==> config.mk <==
export PLATFORM = sky130hd
export DESIGN_NAME = modbus_response_decoder_top
export DESIGN_NICKNAME = d
export VERILOG_FILES = /design/src/rtl/mbrd_pkg.sv /design/src/rtl/mbrd_parse.sv /design/src/rtl/modbus_response_decoder_top.sv
export SDC_FILE = /design/constraint.sdc
export NUM_CORES = 1
export LEC_CHECK = 0
export BUFFER_PORTS_ARGS = -buffer_cell sky130_fd_sc_hd__buf_2
export CAP_MARGIN = 0
export CORE_MARGIN = 3
export CORE_UTILIZATION = 45
export CTS_CLUSTER_DIAMETER = 120
export DETAILED_ROUTE_END_ITERATION = 12
export GPL_TIMING_DRIVEN = 0
export PLACE_DENSITY = 0.7
export SLEW_MARGIN = 5
export SYNTH_ARGS = -nofsm -noshare
export SYNTH_HDL_FRONTEND = slang
export SYNTH_SLANG_ARGS = --single-unit
==> constraint.sdc <==
create_clock -name aclk -period 11.75 [get_ports aclk]
set_clock_uncertainty 0.15 [all_clocks]
set_input_delay 0 -clock aclk [delete_from_list [all_inputs] [get_ports aclk]]
set_output_delay 0 -clock aclk [all_outputs]
set_load 0.005 [all_outputs]
==> src/rtl/mbrd_pkg.sv <==
// shared types, codes and the crc byte update for the modbus response decoder
package mbrd_pkg;

    typedef enum logic [1:0] {
        KIND_REG    = 2'd0,
        KIND_COIL   = 2'd1,
        KIND_STATUS = 2'd2
    } kind_t;

    typedef enum logic [2:0] {
        ST_OK       = 3'd0,
        ST_CRC      = 3'd1,
        ST_TID      = 3'd2,
        ST_EXC      = 3'd3,
        ST_FUNC     = 3'd4,
        ST_BAD_TYPE = 3'd5
    } status_t;

    localparam logic [2:0] REG_LINK_MODE  = 3'd0;
    localparam logic [2:0] REG_START_ADDR = 3'd1;
    localparam logic [2:0] REG_QUANTITY   = 3'd2;
    localparam logic [2:0] REG_WIDTH_32   = 3'd3;
    localparam logic [2:0] REG_VALUE_TYPE = 3'd4;
    localparam logic [2:0] REG_WORD_ORDER = 3'd5;
    localparam logic [2:0] REG_BYTE_ORDER = 3'd6;

    localparam logic [15:0] CRC_INIT = 16'hFFFF;
    localparam logic [15:0] CRC_POLY = 16'hA001;
    localparam logic [11:0] POS_MAX  = 12'd4095;
    localparam logic [2:0]  TYPE_MAX = 3'd4;

    typedef struct packed {
        logic        link_mode;
        logic [15:0] start_address;
        logic [10:0] quantity;
        logic        reg_width_32;
        logic [2:0]  value_type;
        logic        word_order;
        logic        byte_order;
    } cfg_t;

    // everything one received byte produces
    typedef struct packed {
        logic [7:0]  coil_bits;
        logic [3:0]  coil_cnt;
        logic [15:0] coil_addr;
        logic        reg_vld;
        logic [15:0] reg_addr;
        logic [31:0] reg_val;
        logic [2:0]  reg_type;
        logic        st_vld;
        status_t     st;
        logic [7:0]  exc;
    } byte_res_t;

    function automatic logic [15:0] crc_feed(input logic [15:0] crc, input logic [7:0] b);
        logic [15:0] c;
        c = crc ^ {8'h00, b};
        for (int k = 0; k < 8; k++) begin
            c = c[0] ? ((c >> 1) ^ CRC_POLY) : (c >> 1);
        end
        return c;
    endfunction

endpackage

==> src/rtl/mbrd_parse.sv <==
// frame state and per-byte decode of the modbus response stream
module mbrd_parse import mbrd_pkg::*; (
    input  logic      aclk,
    input  logic      aresetn,
    input  logic      in_acc,
    input  logic [7:0] rx_byte,
    input  logic      frame_end,
    input  cfg_t      cfg,
    output byte_res_t res
);

    logic [11:0] pos_reg, pos_next;
    logic [15:0] crc_reg, crc_next;
    logic [15:0] dly_reg, dly_next;
    logic [15:0] tid_reg, tid_next;
    logic [7:0]  fc_reg, fc_next;
    logic [7:0]  bc_reg, bc_next;
    logic [10:0] ic_reg, ic_next;
    logic [31:0] va_reg, va_next;
    logic [2:0]  ferr_reg, ferr_next;

    logic [11:0] hdr, d;
    logic        bad, wide;
    logic [10:0] limit, rem;
    logic        k0, k1;
    logic [4:0]  shift;
    logic [15:0] rx_crc;

    always_comb begin
        hdr       = cfg.link_mode ? 12'd7 : 12'd1;
        bad       = (cfg.value_type > TYPE_MAX) || (cfg.reg_width_32 && cfg.value_type < 3'd2);
        wide      = cfg.reg_width_32 || (cfg.value_type >= 3'd2);
        limit     = (!cfg.reg_width_32 && wide) ? (cfg.quantity >> 1) : cfg.quantity;
        d         = pos_reg - hdr - 12'd2;
        k0        = d[0];
        k1        = wide ? d[1] : 1'b0;
        shift     = {(wide && ((k1 ^ cfg.word_order) == 1'b0)),
                     ((k0 ^ cfg.byte_order) == 1'b0), 3'b000};
        rem       = cfg.quantity - ic_reg;

        crc_next  = (pos_reg >= 12'd2) ? crc_feed(crc_reg, dly_reg[15:8]) : crc_reg;
        dly_next  = {dly_reg[7:0], rx_byte};
        tid_next  = tid_reg;
        ferr_next = ferr_reg;
        fc_next   = fc_reg;
        bc_next   = bc_reg;
        ic_next   = ic_reg;
        va_next   = va_reg;
        res       = '0;
        res.st    = ST_OK;

        if (cfg.link_mode && pos_reg == 12'd1) begin
            if (dly_next == tid_reg) tid_next = tid_reg + 16'd1;
            else ferr_next = ST_TID;
        end

        if (pos_reg == hdr) begin
            fc_next = rx_byte;
        end else if (pos_reg == hdr + 12'd1) begin
            bc_next = rx_byte;
        end else if (pos_reg >= hdr + 12'd2 && ferr_next == 3'd0 && !fc_reg[7]
                     && d < {4'd0, bc_reg}) begin
            if (fc_reg == 8'd1 || fc_reg == 8'd2) begin
                if (ic_reg < cfg.quantity) begin
                    res.coil_cnt = (rem > 11'd8) ? 4'd8 : rem[3:0];
                    res.coil_bits = rx_byte;
                    res.coil_addr = cfg.start_address + {5'd0, ic_reg};
                    ic_next = ic_reg + {7'd0, res.coil_cnt};
                end
            end else if ((fc_reg == 8'd3 || fc_reg == 8'd4) && !bad) begin
                if (ic_reg < limit) begin
                    va_next = va_reg | ({24'd0, rx_byte} << shift);
                    if (k0 && (k1 == wide)) begin
                        res.reg_vld  = 1'b1;
                        res.reg_val  = va_next;
                        res.reg_type = cfg.value_type;
                        res.reg_addr = cfg.start_address +
                                       ((!cfg.reg_width_32 && wide) ? {4'd0, ic_reg, 1'b0}
                                                                    : {5'd0, ic_reg});
                        ic_next = ic_reg + 11'd1;
                        va_next = '0;
                    end
                end
            end
        end

        pos_next = (pos_reg < POS_MAX) ? pos_reg + 12'd1 : pos_reg;
        rx_crc   = {dly_next[7:0], dly_next[15:8]};

        if (frame_end) begin
            res.st_vld = 1'b1;
            if (!cfg.link_mode && (pos_next < 12'd2 || crc_next != rx_crc)) res.st = ST_CRC;
            else if (cfg.link_mode && (pos_next < 12'd2 || ferr_next == ST_TID)) res.st = ST_TID;
            else if (fc_next[7]) begin
                res.st  = ST_EXC;
                res.exc = bc_next;
            end else if (fc_next < 8'd1 || fc_next > 8'd4) res.st = ST_FUNC;
            else if (fc_next >= 8'd3 && bad) res.st = ST_BAD_TYPE;
            pos_next  = '0;
            crc_next  = CRC_INIT;
            dly_next  = '0;
            fc_next   = '0;
            bc_next   = '0;
            ic_next   = '0;
            va_next   = '0;
            ferr_next = '0;
        end
    end

    always_ff @(posedge aclk) begin
        if (!aresetn) begin
            pos_reg  <= '0;
            crc_reg  <= CRC_INIT;
            dly_reg  <= '0;
            tid_reg  <= '0;
            fc_reg   <= '0;
            bc_reg   <= '0;
            ic_reg   <= '0;
            va_reg   <= '0;
            ferr_reg <= '0;
        end else if (in_acc) begin
            pos_reg  <= pos_next;
            crc_reg  <= crc_next;
            dly_reg  <= dly_next;
            tid_reg  <= tid_next;
            fc_reg   <= fc_next;
            bc_reg   <= bc_next;
            ic_reg   <= ic_next;
            va_reg   <= va_next;
            ferr_reg <= ferr_next;
        end
    end

endmodule

==> src/rtl/modbus_response_decoder_top.sv <==
// modbus response decoder top level: config port, result queue and output register
// a result is registered in pend_reg when its byte is accepted, then in the m_ output register
// throughput: one byte per cycle if each byte yields at most one result and m_ does not stall
// coil data bytes yield up to eight results, the closing byte one more, one per cycle unless
// m_ stalls; one byte's emit queue sets the rate; s_tready rises as its last result leaves
// reset: synchronous active-low aresetn clears frame state and transaction id, resets config
module modbus_response_decoder_top import mbrd_pkg::*; (
    input  logic        aclk,
    input  logic        aresetn,
    input  logic        s_tvalid,
    output logic        s_tready,
    input  logic [7:0]  s_tdata,   // rx_byte
    input  logic        s_tlast,   // frame_end
    output logic        m_tvalid,
    input  logic        m_tready,
    output logic [63:0] m_tdata,   // item_address, item_value, item_type, frame_status,
                                   // exception_code, zero fill
    output logic [1:0]  m_tuser,   // result_kind
    output logic        m_tlast,   // last_result
    input  logic        psel,
    input  logic        penable,
    input  logic        pwrite,
    input  logic [4:0]  paddr,
    input  logic [31:0] pwdata,
    output logic [31:0] prdata,
    output logic        pready
);

    cfg_t      cfg_reg;
    byte_res_t res, pend_reg;
    logic [3:0] idx_reg;
    logic [3:0] remain;
    logic       s_acc, out_load, emit;
    logic       out_vld_reg;
    logic [63:0] out_data_reg;
    logic [1:0]  out_kind_reg;
    logic        out_last_reg;
    logic [2:0]  reg_idx;

    assign pready  = 1'b1;
    assign reg_idx = paddr[4:2];

    always_ff @(posedge aclk) begin
        if (!aresetn) begin
            cfg_reg          <= '0;
            cfg_reg.quantity <= 11'd1;
        end else if (psel && penable && pwrite && paddr[1:0] == 2'b00) begin
            case (reg_idx)
                REG_LINK_MODE:  cfg_reg.link_mode     <= pwdata[0];
                REG_START_ADDR: cfg_reg.start_address <= pwdata[15:0];
                REG_QUANTITY:   cfg_reg.quantity      <= pwdata[10:0];
                REG_WIDTH_32:   cfg_reg.reg_width_32  <= pwdata[0];
                REG_VALUE_TYPE: cfg_reg.value_type    <= pwdata[2:0];
                REG_WORD_ORDER: cfg_reg.word_order    <= pwdata[0];
                REG_BYTE_ORDER: cfg_reg.byte_order    <= pwdata[0];
                default: ;
            endcase
        end
    end

    always_comb begin
        unique case (reg_idx)
            REG_LINK_MODE:  prdata = {31'd0, cfg_reg.link_mode};
            REG_START_ADDR: prdata = {16'd0, cfg_reg.start_address};
            REG_QUANTITY:   prdata = {21'd0, cfg_reg.quantity};
            REG_WIDTH_32:   prdata = {31'd0, cfg_reg.reg_width_32};
            REG_VALUE_TYPE: prdata = {29'd0, cfg_reg.value_type};
            REG_WORD_ORDER: prdata = {31'd0, cfg_reg.word_order};
            REG_BYTE_ORDER: prdata = {31'd0, cfg_reg.byte_order};
            default:        prdata = '0;
        endcase
    end

    mbrd_parse u_parse (
        .aclk      (aclk),
        .aresetn   (aresetn),
        .in_acc    (s_acc),
        .rx_byte   (s_tdata),
        .frame_end (s_tlast),
        .cfg       (cfg_reg),
        .res       (res)
    );

    assign remain   = (pend_reg.coil_cnt - idx_reg) + {3'd0, pend_reg.reg_vld}
                      + {3'd0, pend_reg.st_vld};
    assign out_load = !out_vld_reg || m_tready;
    assign emit     = out_load && remain != 4'd0;
    assign s_tready = (remain == 4'd0) || (remain == 4'd1 && out_load);
    assign s_acc    = s_tvalid && s_tready;

    always_ff @(posedge aclk) begin
        if (!aresetn) begin
            pend_reg.coil_cnt <= '0;
            pend_reg.reg_vld  <= 1'b0;
            pend_reg.st_vld   <= 1'b0;
            idx_reg           <= '0;
        end else if (s_acc) begin
            pend_reg <= res;
            idx_reg  <= '0;
        end else if (emit) begin
            if (idx_reg < pend_reg.coil_cnt) idx_reg <= idx_reg + 4'd1;
            else if (pend_reg.reg_vld) pend_reg.reg_vld <= 1'b0;
            else pend_reg.st_vld <= 1'b0;
        end
    end

    always_ff @(posedge aclk) begin
        if (!aresetn) begin
            out_vld_reg <= 1'b0;
        end else if (out_load) begin
            out_vld_reg <= emit;
        end
    end

    always_ff @(posedge aclk) begin
        if (emit) begin
            out_data_reg <= '0;
            out_last_reg <= 1'b0;
            if (idx_reg < pend_reg.coil_cnt) begin
                out_kind_reg        <= KIND_COIL;
                out_data_reg[15:0]  <= pend_reg.coil_addr + {12'd0, idx_reg};
                out_data_reg[16]    <= pend_reg.coil_bits[idx_reg[2:0]];
            end else if (pend_reg.reg_vld) begin
                out_kind_reg        <= KIND_REG;
                out_data_reg[15:0]  <= pend_reg.reg_addr;
                out_data_reg[47:16] <= pend_reg.reg_val;
                out_data_reg[50:48] <= pend_reg.reg_type;
            end else begin
                out_kind_reg        <= KIND_STATUS;
                out_data_reg[53:51] <= pend_reg.st;
                out_data_reg[61:54] <= pend_reg.exc;
                out_last_reg        <= 1'b1;
            end
        end
    end

    assign m_tvalid = out_vld_reg;
    assign m_tdata  = out_data_reg;
    assign m_tuser  = out_kind_reg;
    assign m_tlast  = out_last_reg;

`ifndef NO_ASSERTIONS
    a_idx_in_range: assert property (@(posedge aclk) disable iff (!aresetn)
        idx_reg <= pend_reg.coil_cnt) else $error("coil index past count");
    a_accept_drained: assert property (@(posedge aclk) disable iff (!aresetn)
        s_acc |-> (remain == 4'd0 || (remain == 4'd1 && out_load)))
        else $error("byte accepted over pending results");
    a_end_gives_status: assert property (@(posedge aclk) disable iff (!aresetn)
        s_acc && s_tlast |=> pend_reg.st_vld) else $error("frame end without status");
    a_coil_max: assert property (@(posedge aclk) disable iff (!aresetn)
        pend_reg.coil_cnt <= 4'd8) else $error("more than eight coils per byte");
`endif

endmodule
After elaboration in Yosys (flattened, before gate mapping)
Cells that the tools add are included.
- add/sub/neg operators: 16
- $lt $le $gt $ge: 16
- equal/unequal tests: 24
- shift-type cells: 1
- multiplexer cells: 75
- bitwise operators: 24
- reduce and logical (&&, ||, !) cells: 66
- operators by type and width (cell ; number):
    2-to-1 mux 32 bit ; 8
    2-to-1 mux 72 bit ; 3
    2-to-1 mux 52 bit ; 4
    2-to-1 mux 16 bit ; 11
    case mux 16 bit (7 select lines) ; 1
    2-to-1 mux 11 bit ; 10
    2-to-1 mux 8 bit ; 8
    2-to-1 mux 12 bit ; 4
    2-to-1 mux 20 bit ; 2
    2-to-1 mux 17 bit ; 2
    OR 32 bit ; 1
    << shifter 8 x 5 -> 32 bit ; 1
    2-to-1 mux 3 bit ; 9
    adder 12 x 1 -> 12 bit, second input constant ; 2
    == test 12 bit ; 2
    NOT 2 -> 3 bit ; 8
    < comparator 11 bit ; 2
    AND reduction 2 bit ; 10
    logical AND 1 bit ; 18
    adder 16 x 1 -> 16 bit, second input constant ; 1
    adder 16 x 11 -> 16 bit ; 1
    adder 16 bit ; 1
    adder 16 x 4 -> 16 bit ; 1
    == test 16 bit ; 1
    58 further kinds ; 111
- flip-flop bits (word level): 318
- input port bits: 53
- output and inout port bits: 102
- word-level logic and storage cells: 257

Logic depth before layout (Yosys ltp)
- word-level depth: 24
- mapped depth: 19

Cells and area by module
A second synthesis with hierarchy kept.
- cells, all modules: 1838
- area, all modules: 17651.9 µm²
- by module, submodules not included (module ; instances ; cells an instance ; area each (µm²) ; sequential area each (µm²)):
    mbrd_parse ; 1 ; 1233 ; 9710.6 ; 2442.3
    modbus_response_decoder_top ; 1 ; 605 ; 7941.4 ; 5405.2

Worst setup path before layout
Ideal clock, no wire load.
- kind: register -> register
- from: register pend_reg[63] in the netlist's numbering
- to: register pend_reg[81] in the netlist's numbering
- data arrival time: 7.094 ns
- slack: 4.400 ns
- stages on the path, launching flop included: 15
- buffers on the path: 3
- clock period less this slack: 7.350 ns
- cell sequence: dfxtp_1 clkbuf_1 inv_1 clkbuf_1 ha_1 fa_1 inv_1 fa_1 nand2b_1 inv_1 o2111ai_1 clkbuf_1 nor2_1 nand3_1 o31ai_1
- word-level cells in the longest chain between the ends: 6
- elaborated cells on any way between the ends: 7
- those cells by class: 2 x add/sub; 1 x eq/ne; 4 x reduce/logical
- ends and longest elaborated chain (item ; line ; source):
    start: declaration ; modbus_response_decoder_top.sv:30 ; byte_res_t res, pend_reg;
    start signal: assignment ; modbus_response_decoder_top.sv:98 ; pend_reg <= res;
    adder 4 x 1 -> 4 bit (*) ; modbus_response_decoder_top.sv:84 ; assign remain = (pend_reg.coil_cnt - idx_reg) + {3'd0, pend_reg.reg_vld}
    adder 4 x 1 -> 4 bit (*) ; modbus_response_decoder_top.sv:85 ; + {3'd0, pend_reg.st_vld};
    == test 4 x 1 -> 1 bit ; modbus_response_decoder_top.sv:88 ; assign s_tready = (remain == 4'd0) || (remain == 4'd1 && out_load);
    logical AND 1 bit ; modbus_response_decoder_top.sv:88 ;
    logical OR 1 bit (*) ; modbus_response_decoder_top.sv:88 ;
    logical AND 1 bit (*) ; modbus_response_decoder_top.sv:89 ; assign s_acc = s_tvalid && s_tready;
Every way passes the cells marked *; elsewhere a longest branch is shown, timed or not.
A chain may end at the register's enable or synchronous reset.

Worst setup path after layout
- from: register pend_reg[63] in the netlist's numbering
- to: register u_parse.fc_reg[1]
- word-level cells in the longest chain between the ends: 6
- elaborated cells on any way between the ends: 7
- those cells by class: 2 x add/sub; 1 x eq/ne; 4 x reduce/logical
- ends and longest elaborated chain (item ; line ; source):
    adder 4 x 1 -> 4 bit (*) ; modbus_response_decoder_top.sv:84 ;
    adder 4 x 1 -> 4 bit (*) ; modbus_response_decoder_top.sv:85 ;
    == test 4 x 1 -> 1 bit ; modbus_response_decoder_top.sv:88 ;
    logical AND 1 bit ; modbus_response_decoder_top.sv:88 ;
    logical OR 1 bit (*) ; modbus_response_decoder_top.sv:88 ;
    logical AND 1 bit (*) ; modbus_response_decoder_top.sv:89 ;
    end signal: assignment ; mbrd_parse.sv:126 ; fc_reg <= fc_next;
    end: declaration ; mbrd_parse.sv:16 ; logic [7:0] fc_reg, fc_next;
Marked as above.

==> impl_metrics.py <==
metrics = {
    "clock_tree": {
        "clock_sinks": 317,
        "htreeDepth": 2,
        "cts-root-to-sink-buffers": 3,
        "cts_tree": "yes",
        "root_buffer": "clkbuf_16",
        "cts_made_buffers": 35,
        "clk_latency_ns": 0.55,
        "clkTransAtPathRegs_ns": 0.06,
    },
    "worst_setup_path": {
        "regToRegStartpoint": "pend_reg[63]",
        "crit_fanout": 10,
        "critPathLaunch": "pend_reg[63]",
        "start_kind": "flop",
        "crit_required_ns": 12.09,
        "max_stage_delay_ns": 0.89,
        "slowest_stage": "nor3_1",
        "end_kind": "flop",
        "worstPathCellList": "clkbuf_1 > inv_1 > clkbuf_1 > ha_1 > fa_1 > inv_1 > fa_1 > nand2b_1 > inv_1 > o2111a_1 > clkbuf_1 > nand3_1 > nor3_1 > a22o_1",
        "crit_arrival_ns": 5.74,
        "worst-setup-path-type": "flop to flop",
    },
    "placed_design": {
        "portBuffers": 108,
        "place_ws_ns": 6.45,
        "place_hpwl_mm": 33.7,
        "place_area_sq_um": 18400,
        "dpl.cell_count": 2411,
        "gp_routability_congestion": 0.920,
    },
    "route": {
        "vias": 13900,
        "drt-pass1-iter-count": 5,
        "wl_mm": 44.9,
        "via_per_inst": 5.55,
        "drt-initial-drc-count": 1187,
        "avgRoutedWirePerCell_um": 17.9,
        "ant_nets": 0,
        "drc_errors": 0,
    },
    "timing": {
        "tns_ns": 0,
        "setup_viol": 0,
        "hold_violations": 0,
        "rsz0062_at_grt": "false",
        "max_freq_mhz": 185,
        "post-route-period-util": 0.460,
        "worst_pin_slew_ns": 1.24,
        "relSlewSlack": 0.167,
        "timing.hold.ws_ns": 0.0299,
        "fin_crit_ns": 5.41,
        "setup_slack_ns": 6.34,
        "drv_slew": 0,
    },
    "run": {
        "cap_viol_max_count": 0,
    },
    "power_and_ir_drop": {
        "peakVddDrop_v": 0.0000695,
        "total_power_mw": 2.39,
        "power_density_nw_per_um2": 121,
        "power_leakage_nw": 7.86,
    },
    "outcome": {
        "status": "complete, no violations",
    },
    "global_route": {
        "grt_use_met1": 0.283,
        "busiest_layer": "met2",
        "grt_pass1_vias": 13500,
        "grt_use_total": 0.218,
        "met3_usage": 0.0394,
        "grt_max_degree": 34,
        "overflow": 0,
        "gr-usage-met2": 0.363,
        "grt_pass1_wl_mm": 71.6,
        "antenna_found_initial": 0,
    },
    "yosys": {
        "ys_seq_area_frac": 0.461,
        "ys_types": 72,
        "synth-seq-cells": 317,
        "yosysWarnings": 0,
        "synth_area_sq_um": 17000,
        "post-synth-top-area-cell": "edfxtp_1",
        "synth.top_cells.by_area": "edfxtp_1 (26%), dfxtp_1 (20%), ha_1 (5.9%)",
        "syn_area_per_cell_sq_um": 9.59,
        "yosysTopAreaCellShare": 0.264,
        "synth_edf_count": 150,
        "synth-main-ff-cell": "dfxtp_1",
        "synthArstFlopShare": 0,
        "synth_cells": 1777,
    },
    "floorplan": {
        "pin_count": 155,
        "design.core.area_sq_um": 37000,
        "die_height_um": 201,
        "die_x_um": 201,
        "rows": 70,
        "start_util": 0.461,
        "fp.dieArea_sq_um": 40200,
    },
    "final_layout": {
        "post-route-util": 0.537,
        "area_delta_synth_final_pct": 16.4,
        "nNetsFinal": 2120,
        "largest_reg_flops": 92,
        "design_area_sq_um": 19800,
        "final_cells": 2510,
        "final_layout_size_suffix_gt1_frac": 0.108,
    },
    "worst_hold_path": {
        "hold_path.class": "primary input to flop",
        "hp-start": "paddr[1]",
    },
}
power breakdown:
part           switching, mW  internal [mW]
sequential           0.00991           1.18
combinational         0.0908         0.0523
clock                  0.445          0.620
cells in the final DEF (no fill, tap or decap), drive strengths merged, types with 23 or more instances in the layout:
master and count:
xor2 66, edfxtp 150, and3 61, nor4 25, dlygate4sd3 34, xnor2 57
nor3 28, nand3 60, a21oi 151, ha 80, and2 28, nand2 112
inv 79, nor2 196, mux2i 48, o21ai 79, a21o 23, clkbuf 132
buf 140, a22o 30, dfxtp 167
layout make-up:
type	count	area, sq um
fill	3368	17100
multi-input combinational	1288	8460
sequential	317	7850
timing repair buffer	147	978
clock buffer	48	957
tap	504	631
buffer	112	519
inverter	77	289
clock inverter	16	149
antenna	1	2.50
critical path: cells and delay by family (launching register included):
kind | cells | cell delay (ns)
buf+inv | 6 | 1.60
simple gates | 3 | 1.58
fa+ha+maj | 3 | 1.16
compound gates | 2 | 0.55
flops | 1 | 0.31
cell families after synthesis:
logic type,count (synthesis),synth area share
multiplexers,53,0.0331
XOR/XNOR,125,0.0659
buffers and inverters,189,0.0474
other,2,0.000441
flip-flops,317,0.461
adder cells (fa/ha/maj),89,0.0693
AO/OA/AOI/OAI,403,0.149
AND/OR/NAND/NOR,599,0.174
cell usage after synthesis (all sizes together) (19+ instances only):
library cell / number
mux2i: 48
xnor2: 57
a22o: 30
clkbuf: 84
xor2: 66
and3: 61
ha: 80
and2: 28
inv: 76
a21oi: 151
nor3: 28
nor2: 196
buf: 28
o21ai: 79
nand2: 112
edfxtp: 150
or3: 19
dfxtp: 167
nor4: 25
a21o: 23
nand4: 19
nand3: 60
worst paths after layout:
kind,to,slack [ns],depth (start not counted)
min,cfg_reg[22],0.03,5
max reg2reg,u_parse.fc_reg[1],6.34,14
min reg2reg,u_parse.ferr_reg[0],0.31,1
max,u_parse.fc_reg[1],6.34,14
per-layer routing:
layer / wire [um] / share of wire
met5: 0 / 0
met3: 2780 / 0.062
met1: 19400 / 0.43
met2: 21200 / 0.47
met4: 1460 / 0.033
timing repair:
item | 4_1_cts | 5_1_grt
endpoints found under the hold margin | 56 | 0
setup buffers | 0 | 0
resized for setup | 0 | 0
hold buffers | 34 | 0
Note: power is estimated with default switching activity, not from simulation.
